## config.mk

```make
export PLATFORM = sky130hd
export DESIGN_NAME = voice_activity_record_gate_unit
export DESIGN_NICKNAME = d
export VERILOG_FILES = /design/src/sv/varg_pkg.sv /design/src/sv/varg_frame_acc.sv /design/src/sv/varg_rec_fsm.sv /design/src/sv/voice_activity_record_gate_unit.sv
export SDC_FILE = /design/constraint.sdc
export NUM_CORES = 1
export LEC_CHECK = 0
export BUFFER_PORTS_ARGS = -buffer_cell sky130_fd_sc_hd__buf_4
export CAP_MARGIN = 20
export CORE_ASPECT_RATIO = 1.5
export CORE_UTILIZATION = 45
export CTS_BUF_LIST = sky130_fd_sc_hd__clkbuf_8
export DETAILED_ROUTE_END_ITERATION = 10
export PLACE_DENSITY_LB_ADDON = 0.2
export SETUP_SLACK_MARGIN = 0.5
export SKIP_LAST_GASP = 1
export SYNTH_ARGS = -nofsm -noshare
export SYNTH_HDL_FRONTEND = slang
export SYNTH_SLANG_ARGS = --single-unit
```

## constraint.sdc

```tcl
create_clock -name clk -period 8.18 [get_ports clk]
set_clock_uncertainty 0.05 [all_clocks]
set_input_delay 1.227 -clock clk [delete_from_list [all_inputs] [get_ports clk]]
set_output_delay 1.227 -clock clk [all_outputs]
set_load 0.01 [all_outputs]
```

## src/sv/varg_pkg.sv

```systemverilog
// Shared types, widths, register codes and action codes for the voice
// activity record gate. No dependencies; every other file uses this package.
package varg_pkg;

  // Frame sizing.
  localparam int MAX_FRAME_LEN = 1024;
  localparam int IDX_W = $clog2(MAX_FRAME_LEN);
  localparam int CNT_W = IDX_W + 1;
  localparam int LEN_W = 11;
  localparam int CMP_W = (LEN_W > CNT_W) ? LEN_W : CNT_W;

  // Field widths.
  localparam int SAMPLE_W = 16;
  localparam int MAG_W = SAMPLE_W + 1;
  localparam int ENERGY_W = 26;
  localparam int CROSS_W = 10;
  localparam int COUNT_W = 8;
  localparam int CFG_DATA_W = 26;
  localparam int CFG_IDX_W = 3;

  // Saturation limits.
  localparam logic [ENERGY_W-1:0] ENERGY_MAX = {ENERGY_W{1'b1}};
  localparam logic [CROSS_W-1:0] CROSS_MAX = {CROSS_W{1'b1}};
  localparam logic [COUNT_W-1:0] COUNT_MAX = {COUNT_W{1'b1}};

  // Register reset values.
  localparam logic [LEN_W-1:0] FRAME_LENGTH_RST = 11'd256;
  localparam logic [ENERGY_W-1:0] ENERGY_THR_RST = 26'd100000;
  localparam logic [CROSS_W-1:0] CROSS_THR_RST = 10'd10;
  localparam logic [COUNT_W-1:0] SILENCE_END_RST = 8'd3;
  localparam logic [COUNT_W-1:0] MIN_RECORD_RST = 8'd5;

  // Configuration register indexes.
  typedef enum logic [CFG_IDX_W-1:0] {
    REG_FRAME_LENGTH = 3'd0,
    REG_ENERGY_THR   = 3'd1,
    REG_CROSS_THR    = 3'd2,
    REG_SILENCE_END  = 3'd3,
    REG_MIN_RECORD   = 3'd4
  } cfg_reg_t;

  // Result actions.
  typedef enum logic [1:0] {
    ACT_IDLE     = 2'd0,
    ACT_WRITE    = 2'd1,
    ACT_FINALIZE = 2'd2,
    ACT_DISCARD  = 2'd3
  } action_t;

  // Recording state, one-hot.
  typedef enum logic [2:0] {
    ST_SILENT    = 3'b001,
    ST_RECORDING = 3'b010,
    ST_ENDED     = 3'b100
  } rec_state_t;

  typedef struct packed {
    logic [LEN_W-1:0]    frame_length;
    logic [ENERGY_W-1:0] energy_thr;
    logic [CROSS_W-1:0]  cross_thr;
    logic [COUNT_W-1:0]  silence_end;
    logic [COUNT_W-1:0]  min_record;
  } cfg_t;

  // Frame totals as seen after the current sample.
  typedef struct packed {
    logic                done;
    logic [ENERGY_W-1:0] energy;
    logic [CROSS_W-1:0]  crossings;
  } frame_sum_t;

  typedef struct packed {
    action_t             action;
    logic                voiced;
    logic [ENERGY_W-1:0] energy;
    logic [CROSS_W-1:0]  crossings;
    logic [COUNT_W-1:0]  recorded;
  } result_t;

endpackage

```

## src/sv/varg_frame_acc.sv

```systemverilog
// Per-frame accumulator: absolute sum, sign change count and sample position.
// Depends on varg_pkg.
module varg_frame_acc (
  input  logic                                  clk,
  input  logic                                  rst,
  input  logic                                  step,
  input  logic signed [varg_pkg::SAMPLE_W-1:0]  sample,
  input  logic [varg_pkg::LEN_W-1:0]            frame_length,
  output varg_pkg::frame_sum_t                  frame
);

  logic [varg_pkg::IDX_W-1:0]    sample_index;
  logic [varg_pkg::ENERGY_W-1:0] energy_sum;
  logic [varg_pkg::CROSS_W-1:0]  crossing_sum;
  logic [varg_pkg::SAMPLE_W-1:0] previous_sample;

  logic [varg_pkg::MAG_W-1:0]    mag;
  logic [varg_pkg::ENERGY_W:0]   energy_wide;
  logic [varg_pkg::ENERGY_W-1:0] energy_next;
  logic [varg_pkg::CROSS_W-1:0]  crossing_next;
  logic                          sign_change;
  logic [varg_pkg::CNT_W-1:0]    index_inc;
  logic [varg_pkg::CMP_W-1:0]    len_ext;
  logic [varg_pkg::CMP_W-1:0]    eff_len;

  // Magnitude of the sample; the most negative value gives 2^15.
  assign mag = sample[varg_pkg::SAMPLE_W-1]
             ? (varg_pkg::MAG_W'(0) - {sample[varg_pkg::SAMPLE_W-1], sample})
             : {1'b0, sample};

  // Saturating energy sum.
  assign energy_wide = {1'b0, energy_sum} + (varg_pkg::ENERGY_W+1)'(mag);
  assign energy_next = energy_wide[varg_pkg::ENERGY_W] ? varg_pkg::ENERGY_MAX
                                                       : energy_wide[varg_pkg::ENERGY_W-1:0];

  // A strict sign change needs both samples non-zero and opposite in sign,
  // and is never counted against the previous frame's last sample.
  always_comb begin
    sign_change = 1'b0;
    if (sample_index != '0) begin
      sign_change = (!sample[varg_pkg::SAMPLE_W-1] && (sample != '0)
                     && previous_sample[varg_pkg::SAMPLE_W-1])
                 || (sample[varg_pkg::SAMPLE_W-1] && !previous_sample[varg_pkg::SAMPLE_W-1]
                     && (previous_sample != '0));
    end
  end

  assign crossing_next = (sign_change && (crossing_sum != varg_pkg::CROSS_MAX))
                       ? crossing_sum + 1'b1 : crossing_sum;

  // Effective frame length, clamped to the supported range.
  assign len_ext = varg_pkg::CMP_W'(frame_length);
  always_comb begin
    if (len_ext < varg_pkg::CMP_W'(2)) begin
      eff_len = varg_pkg::CMP_W'(2);
    end else if (len_ext > varg_pkg::CMP_W'(varg_pkg::MAX_FRAME_LEN)) begin
      eff_len = varg_pkg::CMP_W'(varg_pkg::MAX_FRAME_LEN);
    end else begin
      eff_len = len_ext;
    end
  end

  assign index_inc = varg_pkg::CNT_W'(sample_index) + 1'b1;

  always_comb begin
    frame.done      = varg_pkg::CMP_W'(index_inc) >= eff_len;
    frame.energy    = energy_next;
    frame.crossings = crossing_next;
  end

  // Accumulators clear at each frame end.
  always_ff @(posedge clk) begin
    if (rst) begin
      sample_index    <= '0;
      energy_sum      <= '0;
      crossing_sum    <= '0;
      previous_sample <= '0;
    end else if (step) begin
      if (frame.done) begin
        sample_index    <= '0;
        energy_sum      <= '0;
        crossing_sum    <= '0;
        previous_sample <= '0;
      end else begin
        sample_index    <= index_inc[varg_pkg::IDX_W-1:0];
        energy_sum      <= energy_next;
        crossing_sum    <= crossing_next;
        previous_sample <= sample;
      end
    end
  end

endmodule

```

## src/sv/varg_rec_fsm.sv

```systemverilog
// Recording state machine, advanced once per finished frame; forms the result.
// Depends on varg_pkg.
module varg_rec_fsm (
  input  logic                 clk,
  input  logic                 rst,
  input  logic                 step,
  input  varg_pkg::frame_sum_t frame,
  input  varg_pkg::cfg_t       cfg,
  output varg_pkg::result_t    result
);

  varg_pkg::rec_state_t          record_state;
  varg_pkg::rec_state_t          record_state_next;
  varg_pkg::rec_state_t          mid_state;
  logic [varg_pkg::COUNT_W-1:0]  silent_run;
  logic [varg_pkg::COUNT_W-1:0]  silent_run_next;
  logic [varg_pkg::COUNT_W-1:0]  run_mid;
  logic [varg_pkg::COUNT_W-1:0]  record_count;
  logic [varg_pkg::COUNT_W-1:0]  record_count_next;
  logic                          voiced;

  assign voiced = (frame.energy > cfg.energy_thr) && (frame.crossings > cfg.cross_thr);

  // Voiced or silent update first.
  always_comb begin
    if (voiced) begin
      mid_state = varg_pkg::ST_RECORDING;
      run_mid   = '0;
    end else begin
      run_mid   = (silent_run != varg_pkg::COUNT_MAX) ? silent_run + 1'b1 : silent_run;
      mid_state = record_state;
      if ((record_state == varg_pkg::ST_RECORDING) && (run_mid > cfg.silence_end)) begin
        mid_state = varg_pkg::ST_ENDED;
      end
    end
  end

  // Then the action for the frame and the state left behind.
  always_comb begin
    record_state_next = varg_pkg::ST_SILENT;
    silent_run_next   = run_mid;
    record_count_next = record_count;
    result.action     = varg_pkg::ACT_IDLE;
    result.recorded   = record_count;
    unique case (mid_state)
      varg_pkg::ST_RECORDING: begin
        record_state_next = varg_pkg::ST_RECORDING;
        record_count_next = (record_count != varg_pkg::COUNT_MAX)
                          ? record_count + 1'b1 : record_count;
        result.action     = varg_pkg::ACT_WRITE;
        result.recorded   = record_count_next;
      end
      varg_pkg::ST_ENDED: begin
        result.action     = (record_count > cfg.min_record) ? varg_pkg::ACT_FINALIZE
                                                            : varg_pkg::ACT_DISCARD;
        silent_run_next   = '0;
        record_count_next = '0;
      end
      default: begin
        record_state_next = varg_pkg::ST_SILENT;
      end
    endcase
    result.voiced    = voiced;
    result.energy    = frame.energy;
    result.crossings = frame.crossings;
  end

  always_ff @(posedge clk) begin
    if (rst) begin
      record_state <= varg_pkg::ST_SILENT;
      silent_run   <= '0;
      record_count <= '0;
    end else if (step && frame.done) begin
      record_state <= record_state_next;
      silent_run   <= silent_run_next;
      record_count <= record_count_next;
    end
  end

endmodule

```

## src/sv/voice_activity_record_gate_unit.sv

```systemverilog
// Top level of the voice activity record gate: configuration registers,
// input and result registers. Depends on varg_pkg, varg_frame_acc, varg_rec_fsm.
//
//   Channel   Direction  Beat                          Handshake
//   sample    in         one signed audio sample       in_valid / in_stall
//   result    out        action and frame statistics   out_valid / out_stall
//   config    in         register write                cfg_write
//
// A sample is registered on acceptance and processed as it leaves the input
// register, so one sample is taken per cycle while no result is held; a
// frame-end result goes through the input register and then the result register.
// Reset is synchronous, restores register defaults and clears the valid flags,
// accumulators and recording state. A stalled result holds; one further sample
// waits in the input register before in_stall rises.
module voice_activity_record_gate_unit (
  input  logic                                   clk,
  input  logic                                   rst,
  input  logic                                   in_valid,
  output logic                                   in_stall,
  input  logic signed [varg_pkg::SAMPLE_W-1:0]   sample,
  output logic                                   out_valid,
  input  logic                                   out_stall,
  output logic [1:0]                             action,
  output logic                                   voiced,
  output logic [varg_pkg::ENERGY_W-1:0]          frame_energy,
  output logic [varg_pkg::CROSS_W-1:0]           frame_crossings,
  output logic [varg_pkg::COUNT_W-1:0]           recorded_frames,
  input  logic                                   cfg_write,
  input  logic [varg_pkg::CFG_IDX_W-1:0]         cfg_index,
  input  logic [varg_pkg::CFG_DATA_W-1:0]        cfg_data
);

  varg_pkg::cfg_t                       cfg;
  logic                                 s_valid;
  logic signed [varg_pkg::SAMPLE_W-1:0] s_sample;
  logic                                 advance;
  logic                                 step;
  varg_pkg::frame_sum_t                 frame;
  varg_pkg::result_t                    result;

  // Configuration registers.
  always_ff @(posedge clk) begin
    if (rst) begin
      cfg.frame_length <= varg_pkg::FRAME_LENGTH_RST;
      cfg.energy_thr   <= varg_pkg::ENERGY_THR_RST;
      cfg.cross_thr    <= varg_pkg::CROSS_THR_RST;
      cfg.silence_end  <= varg_pkg::SILENCE_END_RST;
      cfg.min_record   <= varg_pkg::MIN_RECORD_RST;
    end else if (cfg_write) begin
      unique case (varg_pkg::cfg_reg_t'(cfg_index))
        varg_pkg::REG_FRAME_LENGTH: cfg.frame_length <= cfg_data[varg_pkg::LEN_W-1:0];
        varg_pkg::REG_ENERGY_THR:   cfg.energy_thr   <= cfg_data[varg_pkg::ENERGY_W-1:0];
        varg_pkg::REG_CROSS_THR:    cfg.cross_thr    <= cfg_data[varg_pkg::CROSS_W-1:0];
        varg_pkg::REG_SILENCE_END:  cfg.silence_end  <= cfg_data[varg_pkg::COUNT_W-1:0];
        varg_pkg::REG_MIN_RECORD:   cfg.min_record   <= cfg_data[varg_pkg::COUNT_W-1:0];
        default: ;
      endcase
    end
  end

  // Pipeline control: the input register moves on unless a result is stuck.
  assign advance  = !(out_valid && out_stall);
  assign step     = s_valid && advance;
  assign in_stall = s_valid && !advance;

  // Input register.
  always_ff @(posedge clk) begin
    if (rst) begin
      s_valid <= 1'b0;
    end else if (in_valid && !in_stall) begin
      s_valid <= 1'b1;
    end else if (step) begin
      s_valid <= 1'b0;
    end
  end

  always_ff @(posedge clk) begin
    if (in_valid && !in_stall) begin
      s_sample <= sample;
    end
  end

  varg_frame_acc u_acc (
    .clk          (clk),
    .rst          (rst),
    .step         (step),
    .sample       (s_sample),
    .frame_length (cfg.frame_length),
    .frame        (frame)
  );

  varg_rec_fsm u_fsm (
    .clk    (clk),
    .rst    (rst),
    .step   (step),
    .frame  (frame),
    .cfg    (cfg),
    .result (result)
  );

  // Result register.
  always_ff @(posedge clk) begin
    if (rst) begin
      out_valid <= 1'b0;
    end else if (advance) begin
      out_valid <= step && frame.done;
    end
  end

  always_ff @(posedge clk) begin
    if (step && frame.done) begin
      action          <= result.action;
      voiced          <= result.voiced;
      frame_energy    <= result.energy;
      frame_crossings <= result.crossings;
      recorded_frames <= result.recorded;
    end
  end

  // A stall on the input side only ever comes from a held result.
  a_stall_source: assert property (@(posedge clk) disable iff (rst)
    in_stall |-> (out_valid && out_stall))
    else $error("input stalled without a held result");

  // A finalised recording is longer than the minimum.
  a_finalize_len: assert property (@(posedge clk) disable iff (rst)
    (out_valid && (action == varg_pkg::ACT_FINALIZE)) |-> (recorded_frames > cfg.min_record))
    else $error("finalize with too few frames");

  // A written frame always counts at least one frame.
  a_write_count: assert property (@(posedge clk) disable iff (rst)
    (out_valid && (action == varg_pkg::ACT_WRITE)) |-> (recorded_frames != '0))
    else $error("write frame with zero frame count");

endmodule
```

* Yosys cells after proc, flatten, opt, wreduce, memory -nomap -nowiden *
Cells that the tools add are included.

word-level totals
  register bits after elaboration = 209
  bits in latches = 0
  bits in writable memories = 0
  bits in read-only memories = 0
  input port bits = 50
  output and inout bits = 49
  logic and storage cells = 95
  memories = 0

operators by class
  add/subtract/negate cells = 6
  multiply operators = 0
  div/mod/pow operators = 0
  $lt $le $gt $ge = 7
  equal/unequal tests = 10
  shift operators = 0
  mux-type cells = 23
  bitwise operators = 0
  reduce and logical (&&, ||, !) cells = 29

operators by type and width
  cell                                                          number
  two-way mux 26 bit                                            2
  two-way mux 8 bit                                             5
  nonzero test 16 bit                                           2
  two-way mux 10 bit                                            3
  adder 26 x 17 -> 27 bit                                       1
  > comparator 26 bit                                           1
  two-way mux 11 bit                                            2
  two-way mux 17 bit                                            1
  subtractor 1 x 16 -> 17 bit (first input constant)            1
  adder 8 x 1 -> 8 bit (second input constant)                  2
  > comparator 8 bit                                            2
  two-way mux 16 bit                                            1
  inequality test 8 bit (second input constant)                 2
  case mux 8 bit (2 select lines)                               1
  == test 3 x 2 -> 1 bit (second input constant)                4
  logical AND 1 bit                                             12
  AND reduction 2 bit                                           6
  adder 10 x 1 -> 11 bit (second input constant)                1
  greater-or-equal comparator 11 bit                            1
  > comparator 11 bit (second input constant)                   1
  less-than comparator 11 x 2 -> 1 bit (second input constant)  1
  adder 10 x 1 -> 10 bit (second input constant)                1
  > comparator 10 bit                                           1
  inequality test 10 bit (second input constant)                1
  11 further kinds                                              20

* Logic depth before layout (Yosys ltp) *
  word-level depth = 13
  mapped depth = 25
  mapped depth without buffers = 25

* Cells and area by module *
A second synthesis with hierarchy kept.

unflattened totals
  cells, all modules = 1291
  area total of the unflattened synthesis = 12082.8 um2

by module, submodules not included
  module                           instances  cells an instance  area each (um2)  sequential area each (um2)
  varg_frame_acc                   1          603                4685.7           1241.2
  voice_activity_record_gate_unit  1          325                4590.7           3193.1
  varg_rec_fsm                     1          363                2806.4           360.3

* Least setup slack after synthesis *
No wires, ideal clock.

  path kind = reg2reg
  start = reg s_sample[6] (netlist bit)
  end = reg recorded_frames[1] (netlist bit), data pin
  setup time = 0.260 ns
  arrival time = 5.766 ns
  data required time = 7.870 ns
  path slack = 2.104 ns
  stages on the path, launching flop included = 23
  buffers on the path = 1
  period minus slack after synthesis = 6.076 ns
  cells stage by stage = edfxtp_1 or4_4 or4_4 or2_2 o41ai_1 xnor2_1 ha_1 a21o_1 a21o_1 a21oi_1 a21oi_1 nand2b_1 clkbuf_1 o21ai_0 ha_1 a21oi_1 o21ai_0 a2111oi_0 nor3_1 o21ai_1 nand2_1 nand2_1 mux2_2

RTL lines
  item                    line                                    RTL
  from (decl)             voice_activity_record_gate_unit.sv:35   logic signed [varg_pkg::SAMPLE_W-1:0] s_sample;
  from (signal assigned)  voice_activity_record_gate_unit.sv:79   s_sample <= sample;
  to (signal assigned)    voice_activity_record_gate_unit.sv:116  recorded_frames <= result.recorded;
  to (decl)               voice_activity_record_gate_unit.sv:27   output logic [varg_pkg::COUNT_W-1:0] recorded_frames,

==> impl_metrics.py <==
metrics = {
    "clock_tree": {
        "cts_sinks": 208,
        "cts_buffer_depth": 3,
        "cts_tree": "yes",
        "cts_buffers": 36,
        "htreeDepth": 2,
        "cts_hold_buffers": 0,
        "ctsResizeCount": 0,
        "worst_setup_hold_path_clk_slew_ns": 0.06,
        "worstSkewPairLatency_ns": 0.53,
        "cts_setup_buffers": 0,
        "cts_root_buffer": "clkbuf_8",
    },
    "routing": {
        "vias": 9300,
        "drtIter0Drc": 496,
        "antenna_left": 0,
        "routed_wl_um": 28100,
        "vias_per_cell": 5.56,
        "first_pass_iters": 5,
        "route.detailed.drc": 0,
        "routedWlPerCell_um": 16.8,
    },
    "timing": {
        "max_freq_mhz": 143,
        "tightest_slew_ns": 1.02,
        "tns_ns": 0,
        "finalWorstSetupSlack_ns": 1.18,
        "whs_ns": 0.401,
        "slew_viol_final": 0,
        "period_needed_ns": 7.00,
        "final-hold-violation-count": 0,
        "max_slew_margin_pct": 31.9,
        "setup_viol_count_final": 0,
        "rsz0062_at_grt": "no",
        "post-route-period-util_pct": 85.5,
    },
    "grt": {
        "track_usage_pct": 22.7,
        "grt_pass1_vias": 8745,
        "grt_antenna_before_repair": 0,
        "grt_max_degree": 63,
        "grt_pass1_wl_um": 44000,
        "overflow": 0,
    },
    "critical_path": {
        "crit_start": "s_sample[6]",
        "rr_endpoint": "recorded_frames[1]",
        "worstPathArrival_ns": 7.22,
        "reg2reg_depth": 22,
        "cp_data_required_time_ns": 8.40,
        "path_max_fanout": 11,
        "reg2reg_slack_ns": 1.18,
        "start_kind": "flip-flop",
        "critPathKind": "flip-flop to flip-flop",
        "reg2reg_from": "s_sample[6]",
        "endpoint_kind": "flip-flop",
    },
    "power_and_ir_drop": {
        "p_per_area_nw_per_um2": 187,
        "p_leak_uw": 0.00517,
        "vdd_drop_max_v": 0.000187,
        "p_total_uw": 2380,
    },
    "place": {
        "dp_hpwl_um": 20400,
        "portBuffers": 98,
        "pre_cts_slack_ns": 0.953,
        "place.gp.congestion": 0.892,
    },
    "synthesis": {
        "synth.avg_cell_area_um2": 8.89,
        "yosysTopAreaCellShare_pct": 26.6,
        "synth_seq_cells": 208,
        "async_reset_ff_share_pct": 0,
        "synth_enable_flop_cells": 63,
        "synth_area_um2": 10900,
        "yosys_warnings": 0,
        "synth_cell_types": 62,
        "yosys.area.top_type": "dfxtp_1",
        "seq_area_frac_synth_pct": 43.9,
        "synth_ff_type": "dfxtp_1",
        "syn-num-nets": 1368,
        "syn-instance-count": 1228,
        "synth_area_leaders": "dfxtp_1 (27%), edfxtp_1 (17%), ha_1 (10%), nand2_1 (7.5%), a21oi_1 (6.2%)",
    },
    "floorplanning": {
        "start_util_pct": 46.0,
        "die_h_um": 193,
        "die_area_um2": 24900,
        "rows": 69,
        "io_pins": 99,
        "core_um2": 23700,
        "dieWidth_um": 129,
    },
    "final_layout": {
        "layout_common_cells": "nand2_1 (217), dfxtp_1 (145), a21oi_1 (135)",
        "final_util_pct": 53.5,
        "drive_above_1_share_pct": 13.9,
        "nNetsFinal": 1469,
        "n_antenna_cell": 0,
        "areaGrowthSynthToFinish_pct": 16.5,
        "final_common_cell": "nand2_1",
    },
    "flow_run": {
        "maxCapViolCount": 0,
    },
    "status": {
        "status": "complete, no violations",
    },
    "hold_path": {
        "holdPathEnd": "u_acc.previous_sample[8]",
        "hp-start": "u_acc.previous_sample[8]",
        "hold_path.class": "flip-flop to flip-flop",
        "hold_depth": 2,
    },
}
==> critical path: stages, from the launching register on <==
cell	delay (ns)
edfxtp_1	0.44
or4_4	0.59
or4_4	0.47
or2_2	0.34
nand2_1	0.09
xnor2_1	0.14
ha_1	0.30
a21oi_1	0.24
nor2b_1	0.09
or3_1	0.35
o211ai_1	0.33
a21oi_1	0.22
nand2b_1	0.40
o21ai_0	0.27
ha_1	0.35
a21oi_1	0.14
o21ai_0	0.11
a2111oi_1	0.58
nor3_1	0.12
o21ai_2	0.30
nand2_1	0.28
nand2_1	0.20
mux2_2	0.34
==> cell type report <==
type,instances,area (µm²)
clock inverters,18,104
inverters,69,259
fillers,2243,11000
repair buffers,109,818
flip-flops and latches,208,4790
well taps,319,399
multi-input cells,905,5700
clock buffers,46,633
==> metrics by stage <==
stage	cell area [µm²]	cells
after global routing	12700	1674
after floorplan	10900	1228
final	12700	1674
after CTS	12700	1674
after detailed placement	12000	1610
after global placement	12000	1610
==> synthesized netlist by cell type (21+ instances only) <==
library cell	count
clkbuf_1	39
nor2_1	62
inv_1	69
a21oi_1	135
xnor2_1	39
and3_1	21
dfxtp_1	145
ha_1	89
a22o_1	21
nand3_1	40
edfxtp_1	63
nand2_1	217
o21ai_0	48
==> state kept, by name, indices dropped and copies added, names as in the netlist <==
signal	count
u_acc.previous_sample	16
u_fsm.record_state	2
out_valid	1
u_acc.crossing_sum	10
frame_crossings	10
u_acc.energy_sum	26
s_sample	16
u_acc.sample_index	10
recorded_frames	8
frame_energy	26
voiced	1
u_fsm.record_count	8
s_valid	1
u_fsm.silent_run	8
action	2
cfg	63
==> report_power, final <==
group / internal, µW / switching (µW) / leakage, µW
sequential: 1090 / 22.2 / 0.00178
clock: 536 / 422 / 0.000422
combinational: 123 / 185 / 0.00296
total: 1750 / 630 / 0.00517
==> logic make-up (layout without fill, tap and decap cells) <==
kind of cell	count (synthesis)	after routing	synth area share (%)
and+or+nand+nor	449	449	19.2
AOI/OAI and AO/OA	302	302	17.2
DFF	208	208	43.9
buffers and inverters	115	242	4.02
adders and majority gates	90	90	10.4
xor gates and xnor gates	58	58	4.66
muxes	5	5	0.505
other	1	1	0.0344
==> per-layer routing <==
layer | vias to the layer above | routed length [µm] | GRT usage [%]
li1 | 4566 | - | -
met1 | 4431 | 11300 | 26.5
met2 | 241 | 14300 | 40.7
met3 | 62 | 1320 | 3.35
met4 | 0 | 1090 | 10.4
met5 | - | 0 | 0
==> how the worst max path moves through the flow <==
stage                                     to  slack [ns]  cells after the start
final                     recorded_frames[1]        1.18                     22
after global routing      recorded_frames[1]        0.58                     22
after CTS                 recorded_frames[1]        0.91                     22
after detailed placement  recorded_frames[1]        0.95                     22
after global placement    recorded_frames[1]        1.25                     22
after floorplan           recorded_frames[1]        2.10                     22
Power figures use the tool's default switching activity.
